[config.mk]
export PLATFORM = sky130hd
export DESIGN_NAME = motion_report_scheduler
export DESIGN_NICKNAME = d
export VERILOG_FILES = /design/src/mrs_pkg.sv /design/src/mrs_front.sv /design/src/mrs_cmd_fifo.sv /design/src/mrs_back.sv /design/src/motion_report_scheduler.sv
export SDC_FILE = /design/constraint.sdc
export NUM_CORES = 2
export LEC_CHECK = 0
export BUFFER_PORTS_ARGS = -buffer_cell sky130_fd_sc_hd__buf_2
export CAP_MARGIN = 20
export CELL_PAD_IN_SITES_DETAIL_PLACEMENT = 0
export CELL_PAD_IN_SITES_GLOBAL_PLACEMENT = 1
export CORE_AREA = 4 4 338 340
export DETAILED_ROUTE_END_ITERATION = 12
export DIE_AREA = 0 0 342 344
export PLACE_DENSITY = 0.53
export SYNTH_ARGS = -nofsm -noshare
export SYNTH_HDL_FRONTEND = slang
export SYNTH_SLANG_ARGS = --single-unit
[constraint.sdc]
create_clock -name clk -period 11.88 [get_ports clk]
set_clock_uncertainty 0.1 [all_clocks]
set_input_delay 0 -clock clk [delete_from_list [all_inputs] [get_ports clk]]
set_output_delay 0 -clock clk [all_outputs]
set_load 0.05 [all_outputs]
[src/mrs_pkg.sv]
// Shared types, constants and helper functions of the motion report scheduler.
package mrs_pkg;

    typedef enum logic [1:0] {
        MODE_MOTION  = 2'd0,
        MODE_OUTCOME = 2'd1,
        MODE_RECONF  = 2'd2,
        MODE_QUERY   = 2'd3
    } mode_e;

    typedef enum logic [1:0] {
        CFG_MOVING = 2'd0,
        CFG_IDLE   = 2'd1,
        CFG_QUIET  = 2'd2
    } cfg_idx_e;

    localparam int CFG_IDX_W  = 2;
    localparam int CFG_DATA_W = 22;

    localparam logic [15:0] MOVING_MIN   = 16'd1000;
    localparam logic [15:0] MOVING_MAX   = 16'd60000;
    localparam logic [21:0] IDLE_MIN     = 22'd60000;
    localparam logic [21:0] IDLE_MAX     = 22'd3600000;
    localparam logic [18:0] QUIET_MIN    = 19'd5000;
    localparam logic [18:0] QUIET_MAX    = 19'd300000;
    localparam logic [15:0] MOVING_RESET = 16'd5000;
    localparam logic [21:0] IDLE_RESET   = 22'd600000;
    localparam logic [18:0] QUIET_RESET  = 19'd30000;
    localparam logic [21:0] RETRY_GAP_MS = 22'd5000;
    localparam logic [1:0]  MAX_RETRIES  = 2'd2;

    typedef struct packed {
        mode_e       mode;
        logic [63:0] now_ms;
        logic        motion;
        logic        sent;
    } in_t;

    typedef struct packed {
        logic        due;
        logic        is_moving;
        logic [31:0] wakes;
        logic        accepted;
        logic [1:0]  retries;
    } out_t;

    typedef struct packed {
        logic [15:0] moving_period;
        logic [21:0] idle_ms;
        logic [18:0] quiet_period;
    } timing_t;

    typedef struct packed {
        mode_e       op;
        logic [63:0] now_ms;
        logic        motion;
        logic        sent;
        logic        cfg_ok;
    } cmd_t;

    typedef struct packed {
        logic full;
        logic empty;
    } fifo_status_t;

    // Adds a duration to a time, saturating at the all-ones time.
    function automatic logic [63:0] sat_add(input logic [63:0] t, input logic [21:0] d);
        logic [64:0] sum;
        sum = {1'b0, t} + {43'd0, d};
        return sum[64] ? {64{1'b1}} : sum[63:0];
    endfunction

endpackage

[src/mrs_front.sv]
// Front end: configuration registers, timing validity check and command decode.
module mrs_front
    import mrs_pkg::*;
(
    input  logic                  clk,
    input  logic                  rst_n,
    input  logic                  push,
    input  in_t                   in_data,
    input  logic                  cfg_we,
    input  logic [CFG_IDX_W-1:0]  cfg_index,
    input  logic [CFG_DATA_W-1:0] cfg_data,
    input  fifo_status_t          cmd_status,
    output logic                  full,
    output logic                  cmd_wr,
    output cmd_t                  cmd,
    output timing_t               timing
);

    logic [15:0] moving_reg, moving_next;
    logic [21:0] idle_reg,   idle_next;
    logic [18:0] quiet_reg,  quiet_next;
    logic        cfg_ok;

    always_comb
    begin
        moving_next = moving_reg;
        idle_next   = idle_reg;
        quiet_next  = quiet_reg;
        if (cfg_we)
        begin
            case (cfg_index)
                CFG_MOVING: moving_next = cfg_data[15:0];
                CFG_IDLE:   idle_next   = cfg_data[21:0];
                CFG_QUIET:  quiet_next  = cfg_data[18:0];
                default:    ;
            endcase
        end
    end

    always_ff @(posedge clk or negedge rst_n)
    begin
        if (!rst_n)
        begin
            moving_reg <= MOVING_RESET;
            idle_reg   <= IDLE_RESET;
            quiet_reg  <= QUIET_RESET;
        end
        else
        begin
            moving_reg <= moving_next;
            idle_reg   <= idle_next;
            quiet_reg  <= quiet_next;
        end
    end

    // The registers must change only while the block is idle; the block itself does not
    // enforce this, so the check is evaluated here and carried with each command.
    always_comb
    begin
        cfg_ok = (moving_reg inside {[MOVING_MIN:MOVING_MAX]}) &&
                 (idle_reg inside {[IDLE_MIN:IDLE_MAX]}) &&
                 (quiet_reg inside {[QUIET_MIN:QUIET_MAX]}) &&
                 (idle_reg >= {6'd0, moving_reg});
    end

    assign full   = cmd_status.full;
    assign cmd_wr = push && !cmd_status.full;

    always_comb
    begin
        cmd.op     = in_data.mode;
        cmd.now_ms = in_data.now_ms;
        cmd.motion = in_data.motion && (in_data.mode == MODE_MOTION);
        cmd.sent   = in_data.sent && (in_data.mode == MODE_OUTCOME);
        cmd.cfg_ok = cfg_ok && (in_data.mode == MODE_RECONF);
    end

    assign timing.moving_period = moving_reg;
    assign timing.idle_ms       = idle_reg;
    assign timing.quiet_period  = quiet_reg;

endmodule

[src/mrs_cmd_fifo.sv]
// Two-entry command queue between the front end and the back end.
module mrs_cmd_fifo
    import mrs_pkg::*;
(
    input  logic         clk,
    input  logic         rst_n,
    input  logic         wr_en,
    input  cmd_t         wr_cmd,
    input  logic         rd_en,
    output cmd_t         rd_cmd,
    output fifo_status_t status
);

    cmd_t       entry_reg [2];
    logic       wr_ptr_reg, wr_ptr_next;
    logic       rd_ptr_reg, rd_ptr_next;
    logic [1:0] count_reg,  count_next;
    logic       do_wr, do_rd;

    assign status.full  = (count_reg == 2'd2);
    assign status.empty = (count_reg == 2'd0);
    assign do_wr = wr_en && !status.full;
    assign do_rd = rd_en && !status.empty;
    assign rd_cmd = entry_reg[rd_ptr_reg];

    always_comb
    begin
        wr_ptr_next = do_wr ? !wr_ptr_reg : wr_ptr_reg;
        rd_ptr_next = do_rd ? !rd_ptr_reg : rd_ptr_reg;
        count_next  = count_reg + {1'b0, do_wr} - {1'b0, do_rd};
    end

    always_ff @(posedge clk or negedge rst_n)
    begin
        if (!rst_n)
        begin
            wr_ptr_reg <= 1'b0;
            rd_ptr_reg <= 1'b0;
            count_reg  <= 2'd0;
        end
        else
        begin
            wr_ptr_reg <= wr_ptr_next;
            rd_ptr_reg <= rd_ptr_next;
            count_reg  <= count_next;
        end
    end

    always_ff @(posedge clk)
    begin
        if (do_wr)
        begin
            entry_reg[wr_ptr_reg] <= wr_cmd;
        end
    end

endmodule

[src/mrs_back.sv]
// Back end: scheduler state update, due evaluation and the result queue.
module mrs_back
    import mrs_pkg::*;
(
    input  logic         clk,
    input  logic         rst_n,
    input  fifo_status_t cmd_status,
    input  cmd_t         cmd,
    input  timing_t      timing,
    input  logic         pop,
    output logic         cmd_rd,
    output logic         empty,
    output out_t         out_data
);

    logic [63:0] last_time_reg, last_time_next;
    logic        moving_reg,    moving_next;
    logic [31:0] wake_reg,      wake_next;
    logic [63:0] next_rep_reg,  next_rep_next;
    logic [63:0] quiet_dl_reg,  quiet_dl_next;
    logic        pending_reg,   pending_next;
    logic [1:0]  retry_reg,     retry_next;
    timing_t     active_reg,    active_next;

    out_t        res_q_reg [2];
    logic        res_wr_ptr_reg, res_rd_ptr_reg;
    logic [1:0]  res_count_reg;

    logic [63:0] t;
    logic        t_max;
    logic        ge_next, ge_quiet;
    logic        next_upd, quiet_upd;
    logic        accepted;
    out_t        result;
    logic        res_pop, res_room, step;

    assign res_pop  = pop && (res_count_reg != 2'd0);
    assign res_room = (res_count_reg != 2'd2) || res_pop;
    assign step     = !cmd_status.empty && res_room;
    assign cmd_rd   = step;
    assign empty    = (res_count_reg == 2'd0);
    assign out_data = res_q_reg[res_rd_ptr_reg];

    // Time never runs backward.
    assign t        = (cmd.now_ms < last_time_reg) ? last_time_reg : cmd.now_ms;
    assign t_max    = &t;
    assign ge_next  = (t >= next_rep_reg);
    assign ge_quiet = (t >= quiet_dl_reg);

    always_comb
    begin
        last_time_next = last_time_reg;
        moving_next    = moving_reg;
        wake_next      = wake_reg;
        next_rep_next  = next_rep_reg;
        quiet_dl_next  = quiet_dl_reg;
        pending_next   = pending_reg;
        retry_next     = retry_reg;
        active_next    = active_reg;
        next_upd       = 1'b0;
        quiet_upd      = 1'b0;
        accepted       = 1'b0;
        case (cmd.op)
            MODE_MOTION:
            begin
                last_time_next = t;
                if (cmd.motion)
                begin
                    if (!moving_reg)
                    begin
                        moving_next  = 1'b1;
                        retry_next   = 2'd0;
                        pending_next = 1'b1;
                        if (wake_reg != {32{1'b1}})
                        begin
                            wake_next = wake_reg + 32'd1;
                        end
                    end
                    quiet_dl_next = sat_add(t, {3'd0, active_reg.quiet_period});
                    quiet_upd     = 1'b1;
                end
                else if (moving_reg && ge_quiet)
                begin
                    moving_next  = 1'b0;
                    pending_next = 1'b1;
                end
            end
            MODE_OUTCOME:
            begin
                last_time_next = t;
                pending_next   = 1'b0;
                next_upd       = 1'b1;
                if (cmd.sent || moving_reg || (retry_reg >= MAX_RETRIES))
                begin
                    retry_next    = 2'd0;
                    next_rep_next = sat_add(t, moving_reg ? {6'd0, active_reg.moving_period}
                                                          : active_reg.idle_ms);
                end
                else
                begin
                    retry_next    = retry_reg + 2'd1;
                    next_rep_next = sat_add(t, RETRY_GAP_MS);
                end
            end
            MODE_RECONF:
            begin
                if (cmd.cfg_ok)
                begin
                    last_time_next = t;
                    active_next    = timing;
                    retry_next     = 2'd0;
                    pending_next   = 1'b1;
                    accepted       = 1'b1;
                    if (moving_reg)
                    begin
                        quiet_dl_next = sat_add(t, {3'd0, timing.quiet_period});
                        quiet_upd     = 1'b1;
                    end
                end
            end
            default: ;
        endcase
    end

    // Every duration is nonzero, so a freshly computed deadline is reached
    // only when the time itself sits at the saturated value.
    always_comb
    begin
        result.due       = pending_next || (next_upd ? t_max : ge_next) ||
                           (moving_next && (quiet_upd ? t_max : ge_quiet));
        result.is_moving = moving_next;
        result.wakes     = wake_next;
        result.accepted  = accepted;
        result.retries   = retry_next;
    end

    always_ff @(posedge clk or negedge rst_n)
    begin
        if (!rst_n)
        begin
            last_time_reg      <= '0;
            moving_reg         <= 1'b0;
            wake_reg           <= '0;
            next_rep_reg       <= '0;
            quiet_dl_reg       <= '0;
            pending_reg        <= 1'b1;
            retry_reg          <= 2'd0;
            active_reg.moving_period <= MOVING_RESET;
            active_reg.idle_ms       <= IDLE_RESET;
            active_reg.quiet_period  <= QUIET_RESET;
        end
        else if (step)
        begin
            last_time_reg <= last_time_next;
            moving_reg    <= moving_next;
            wake_reg      <= wake_next;
            next_rep_reg  <= next_rep_next;
            quiet_dl_reg  <= quiet_dl_next;
            pending_reg   <= pending_next;
            retry_reg     <= retry_next;
            active_reg    <= active_next;
        end
    end

    always_ff @(posedge clk or negedge rst_n)
    begin
        if (!rst_n)
        begin
            res_wr_ptr_reg <= 1'b0;
            res_rd_ptr_reg <= 1'b0;
            res_count_reg  <= 2'd0;
        end
        else
        begin
            if (step)
            begin
                res_wr_ptr_reg <= !res_wr_ptr_reg;
            end
            if (res_pop)
            begin
                res_rd_ptr_reg <= !res_rd_ptr_reg;
            end
            res_count_reg <= res_count_reg + {1'b0, step} - {1'b0, res_pop};
        end
    end

    always_ff @(posedge clk)
    begin
        if (step)
        begin
            res_q_reg[res_wr_ptr_reg] <= result;
        end
    end

endmodule

[src/motion_report_scheduler.sv]
// Top level of the motion report scheduler.
// The scheduler takes one word per clock on its input queue interface (push while full is
// low) and returns exactly one result word per input word, in order, on its output queue
// interface (read while empty is low, pop to take). Each word carries a mode: a motion
// update, a send outcome, a reconfigure request or a due query, along with a millisecond
// timestamp that is clamped so it never runs backward. A word is decoded by the front end
// into a two-entry command queue; the back end then updates the scheduler state and places
// the result in a two-entry result queue, whose oldest entry drives the result ports.
// The sustained rate is one word per cycle while results are popped, set by the back
// end's state update, which must see the previous word's stored time; full rises only
// when both command entries wait because the result queue is full and not being popped.
// The timing registers (index 0 moving interval, 1 idle interval, 2 quiet time) are
// written through cfg_we, cfg_index and cfg_data; they take effect only when a reconfigure
// word finds them valid, and should be written only while no word is in flight. Writes to
// index 3 are ignored.
module motion_report_scheduler
    import mrs_pkg::*;
(
    input  logic                  clk,
    input  logic                  rst_n,
    input  logic                  push,
    output logic                  full,
    input  in_t                   in_data,
    output logic                  empty,
    input  logic                  pop,
    output out_t                  out_data,
    input  logic                  cfg_we,
    input  logic [CFG_IDX_W-1:0]  cfg_index,
    input  logic [CFG_DATA_W-1:0] cfg_data
);

    fifo_status_t cmd_status;
    logic         cmd_wr;
    logic         cmd_rd;
    cmd_t         cmd_in;
    cmd_t         cmd_out;
    timing_t      timing;

    // Front end: holds the timing registers and decodes each input word.
    mrs_front u_front (
        .clk        (clk),
        .rst_n      (rst_n),
        .push       (push),
        .in_data    (in_data),
        .cfg_we     (cfg_we),
        .cfg_index  (cfg_index),
        .cfg_data   (cfg_data),
        .cmd_status (cmd_status),
        .full       (full),
        .cmd_wr     (cmd_wr),
        .cmd        (cmd_in),
        .timing     (timing)
    );

    // The command queue lets the front end accept up to two words while the back end stalls.
    mrs_cmd_fifo u_cmd_fifo (
        .clk    (clk),
        .rst_n  (rst_n),
        .wr_en  (cmd_wr),
        .wr_cmd (cmd_in),
        .rd_en  (cmd_rd),
        .rd_cmd (cmd_out),
        .status (cmd_status)
    );

    // Back end: applies each command to the scheduler state and queues the result.
    mrs_back u_back (
        .clk        (clk),
        .rst_n      (rst_n),
        .cmd_status (cmd_status),
        .cmd        (cmd_out),
        .timing     (timing),
        .pop        (pop),
        .cmd_rd     (cmd_rd),
        .empty      (empty),
        .out_data   (out_data)
    );

endmodule

==> impl_metrics.env <==
export IMPL_synth_edff_count=212
export IMPL_ant_nets=0
export IMPL_run_status="complete, no violations"
export IMPL_io_pin_count=136
export IMPL_insertion_delay_ps=660
export IMPL_grt_pass1_wl_um=199000
export IMPL_cp_max_fo=61
export IMPL_dp_hpwl_um=100000
export IMPL_syn_area_um2=36500
export IMPL_grt_max_degree=97
export IMPL_wire_per_inst_um=23.5
export IMPL_gp_congestion=0.913
export IMPL_initialDrtViolationCount=2157
export IMPL_worst_setup_path_end_kind="flop"
export IMPL_antenna_found_initial=1
export IMPL_syn_inst=3760
export IMPL_synth_ff_type="dfrtp_1"
export IMPL_r2r_cells=26
export IMPL_drc=0
export IMPL_grt_pass1_vias=30600
export IMPL_seq_area_frac_synth_pct=41.5
export IMPL_clkSlewWorstSetupHoldPaths_ps=60
export IMPL_hold_viol=0
export IMPL_gr_total_overflow=0
export IMPL_nNetsFinal=4476
export IMPL_critPathArrivalTime_ps=9720
export IMPL_reg2reg_setup_slack_ps=2550
export IMPL_max_slew_margin_rel_pct=19.6
export IMPL_min_period_ps=9330
export IMPL_wl_um=133000
export IMPL_synthToLayoutAreaGrowth_pct=19.0
export IMPL_crit_slowest_cell="dfrtp_4"
export IMPL_synth_seq_cells=562
export IMPL_via_per_inst=5.33
export IMPL_setup_viol=0
export IMPL_slew_viol_final=0
export IMPL_syn_area_per_cell_um2=9.72
export IMPL_cpMostUsedCell="buf_4"
export IMPL_vias=30200
export IMPL_fmax_mhz=107
export IMPL_ys_async_sr_fraction_pct=62.3
export IMPL_rows=123
export IMPL_dieArea_um2=118000
export IMPL_num_fill_cells=11300
export IMPL_n_antenna_cell=0
export IMPL_cts_buffers=72
export IMPL_worstMarginPinSlew_ps=1190
export IMPL_cpPeakStageDelay_ps=850
export IMPL_clkSinkCount=562
export IMPL_die_h_um=344
export IMPL_reg2reg_to="u_back.quiet_dl_reg[46]"
export IMPL_postCtsHoldBufs=191
export IMPL_largest_reg_flops=138
export IMPL_dieWidth_um=342
export IMPL_synth_top_cell_by_area="dfrtp_1"
export IMPL_fin_tns_setup_ps=0
export IMPL_start_kind="flop"
export IMPL_drive_gt1_share_pct=16.0
export IMPL_portBuffers=135
export IMPL_critical_path_class="flop to flop"
export IMPL_cts_max_level=3
export IMPL_r2r_start="u_cmd_fifo.rd_ptr_reg"
export IMPL_cts_tree="done"
export IMPL_grt_setup_unrepaired="no"
export IMPL_synth_top_cell_area_share_pct=21.2
export IMPL_min_path_type="primary input to asynchronous set/reset pin"
export IMPL_cts_root_buf="clkbuf_16"
export IMPL_initial_core_util_pct=32.8
export IMPL_synth_cell_types=111
export IMPL_cts_path_max_buffers=3
export IMPL_ys_warn_count=0
export IMPL_fin_crit_sh_pct=78.5
export IMPL_syn_num_nets=4134
export IMPL_core_area_um2=112000
export IMPL_first_pass_iters=8
export IMPL_cts_setup_buffers=0
export IMPL_cts_resized_gates=0
export IMPL_cp_num_buf_inv=4
export IMPL_cp_data_required_time_ps=12270
export IMPL_maxCapViolCount=0
export IMPL_cpLargestDelayFamily="simple AND/OR/NAND/NOR gates"
export IMPL_synth_area_leaders="dfrtp_1 (21%), edfxtp_1 (17%), ha_1 (9.4%), mux2_2 (6.5%), o21ai_0 (3.8%)"
export IMPL_gr_usage_all_layers_pct=22.4
==> cells in the mapped netlist (30+ instances only) <==
cell type / number
a211oi_1: 33
a21o_1: 92
a21oi_1: 192
a31oi_1: 53
and3_1: 34
buf_2: 47
clkbuf_1: 76
dfrtp_1: 309
dfstp_2: 41
edfxtp_1: 212
ha_1: 274
inv_1: 286
mux2_2: 212
mux2i_1: 47
nand2_1: 327
nand2b_1: 33
nand3_1: 87
nand4_1: 66
nor2_1: 223
nor2b_1: 48
nor3_1: 99
o211ai_1: 33
o21ai_0: 278
o221ai_1: 48
or3_1: 30
xnor2_1: 110
xor2_1: 45
==> cell families after synthesis <==
logic type / share of synthesized area (%)
mux: 7.94
simple gates: 14.6
buf+inv: 4.83
flops: 41.5
fa+ha+maj: 9.55
xor+xnor: 3.71
compound gates: 17.8
==> area by class of cell <==
class	count	area (um2)	share of cell area [%]
Sequential cell	562	15200	34.9
Multi-Input combinational cell	2764	19700	45.3
Tap cell	1500	1880	4.32
Clock inverter	29	315	0.725
Inverter	287	1080	2.48
Clock buffer	104	2050	4.72
Timing Repair Buffer	415	3300	7.59
==> cells in the final DEF, fill, tap and decap left out, types with 45 or more instances in the layout <==
cell type and count:
xnor2_1 110, mux2i_1 47, inv_1 286, nand2_1 324, buf_4 87, a31oi_1 53
clkbuf_16 72, dfrtp_1 308, nor2_1 220, ha_1 274, buf_2 134, nand4_1 66
mux2_2 212, edfxtp_1 212, xor2_1 45, a21o_1 92, dlygate4sd3_1 190, o21ai_0 277
nor2b_1 48, nor3_1 99, nand3_1 86, a21oi_1 191, o221ai_1 48
==> worst max-delay path by stage <==
| stage | start | to | slack (ps) | cells after the start |
|---|---|---|---|---|
| global route | u_cmd_fifo.rd_ptr_reg | u_back.quiet_dl_reg[44] | 1980 | 27 |
| floorplan | u_cmd_fifo.rd_ptr_reg | u_back.next_rep_reg[26] | 3890 | 36 |
| detailed placement | u_cmd_fifo.rd_ptr_reg | u_back.quiet_dl_reg[46] | 2200 | 25 |
| finish | u_cmd_fifo.rd_ptr_reg | u_back.quiet_dl_reg[46] | 2550 | 26 |
| CTS | u_cmd_fifo.rd_ptr_reg | u_back.quiet_dl_reg[46] | 2150 | 25 |
| global placement | u_cmd_fifo.rd_ptr_reg | u_back.quiet_dl_reg[28] | 2360 | 25 |
==> per-stage QoR <==
step | cells | util, % | hold WS, ps | area (um2) | setup WS (ps)
global route | 5661 | 39.0 | 30.5 | 43500 | 1980
CTS | 5659 | 39.0 | 0.0246 | 43500 | 2150
detailed placement | 5335 | 35.1 | 50.4 | 39200 | 2200
floorplan | 3760 | - | -396 | 36500 | 3890
global placement | 5335 | 35.1 | 57.4 | 39200 | 2360
finish | 5661 | 39.0 | 15.7 | 43500 | 2550
==> metal layers <==
layer | up-vias | share of wire (%) | track usage, %
met1 | 14800 | 44 | 28.8
li1 | 14500 | - | -
met5 | - | 0 | 0
met2 | 668 | 49 | 39.1
met4 | 0 | 2.9 | 6.90
met3 | 164 | 4.6 | 3.08
Power is not shown: default switching activity piles up to over one toggle a cycle in this logic, so the estimate is an artifact.
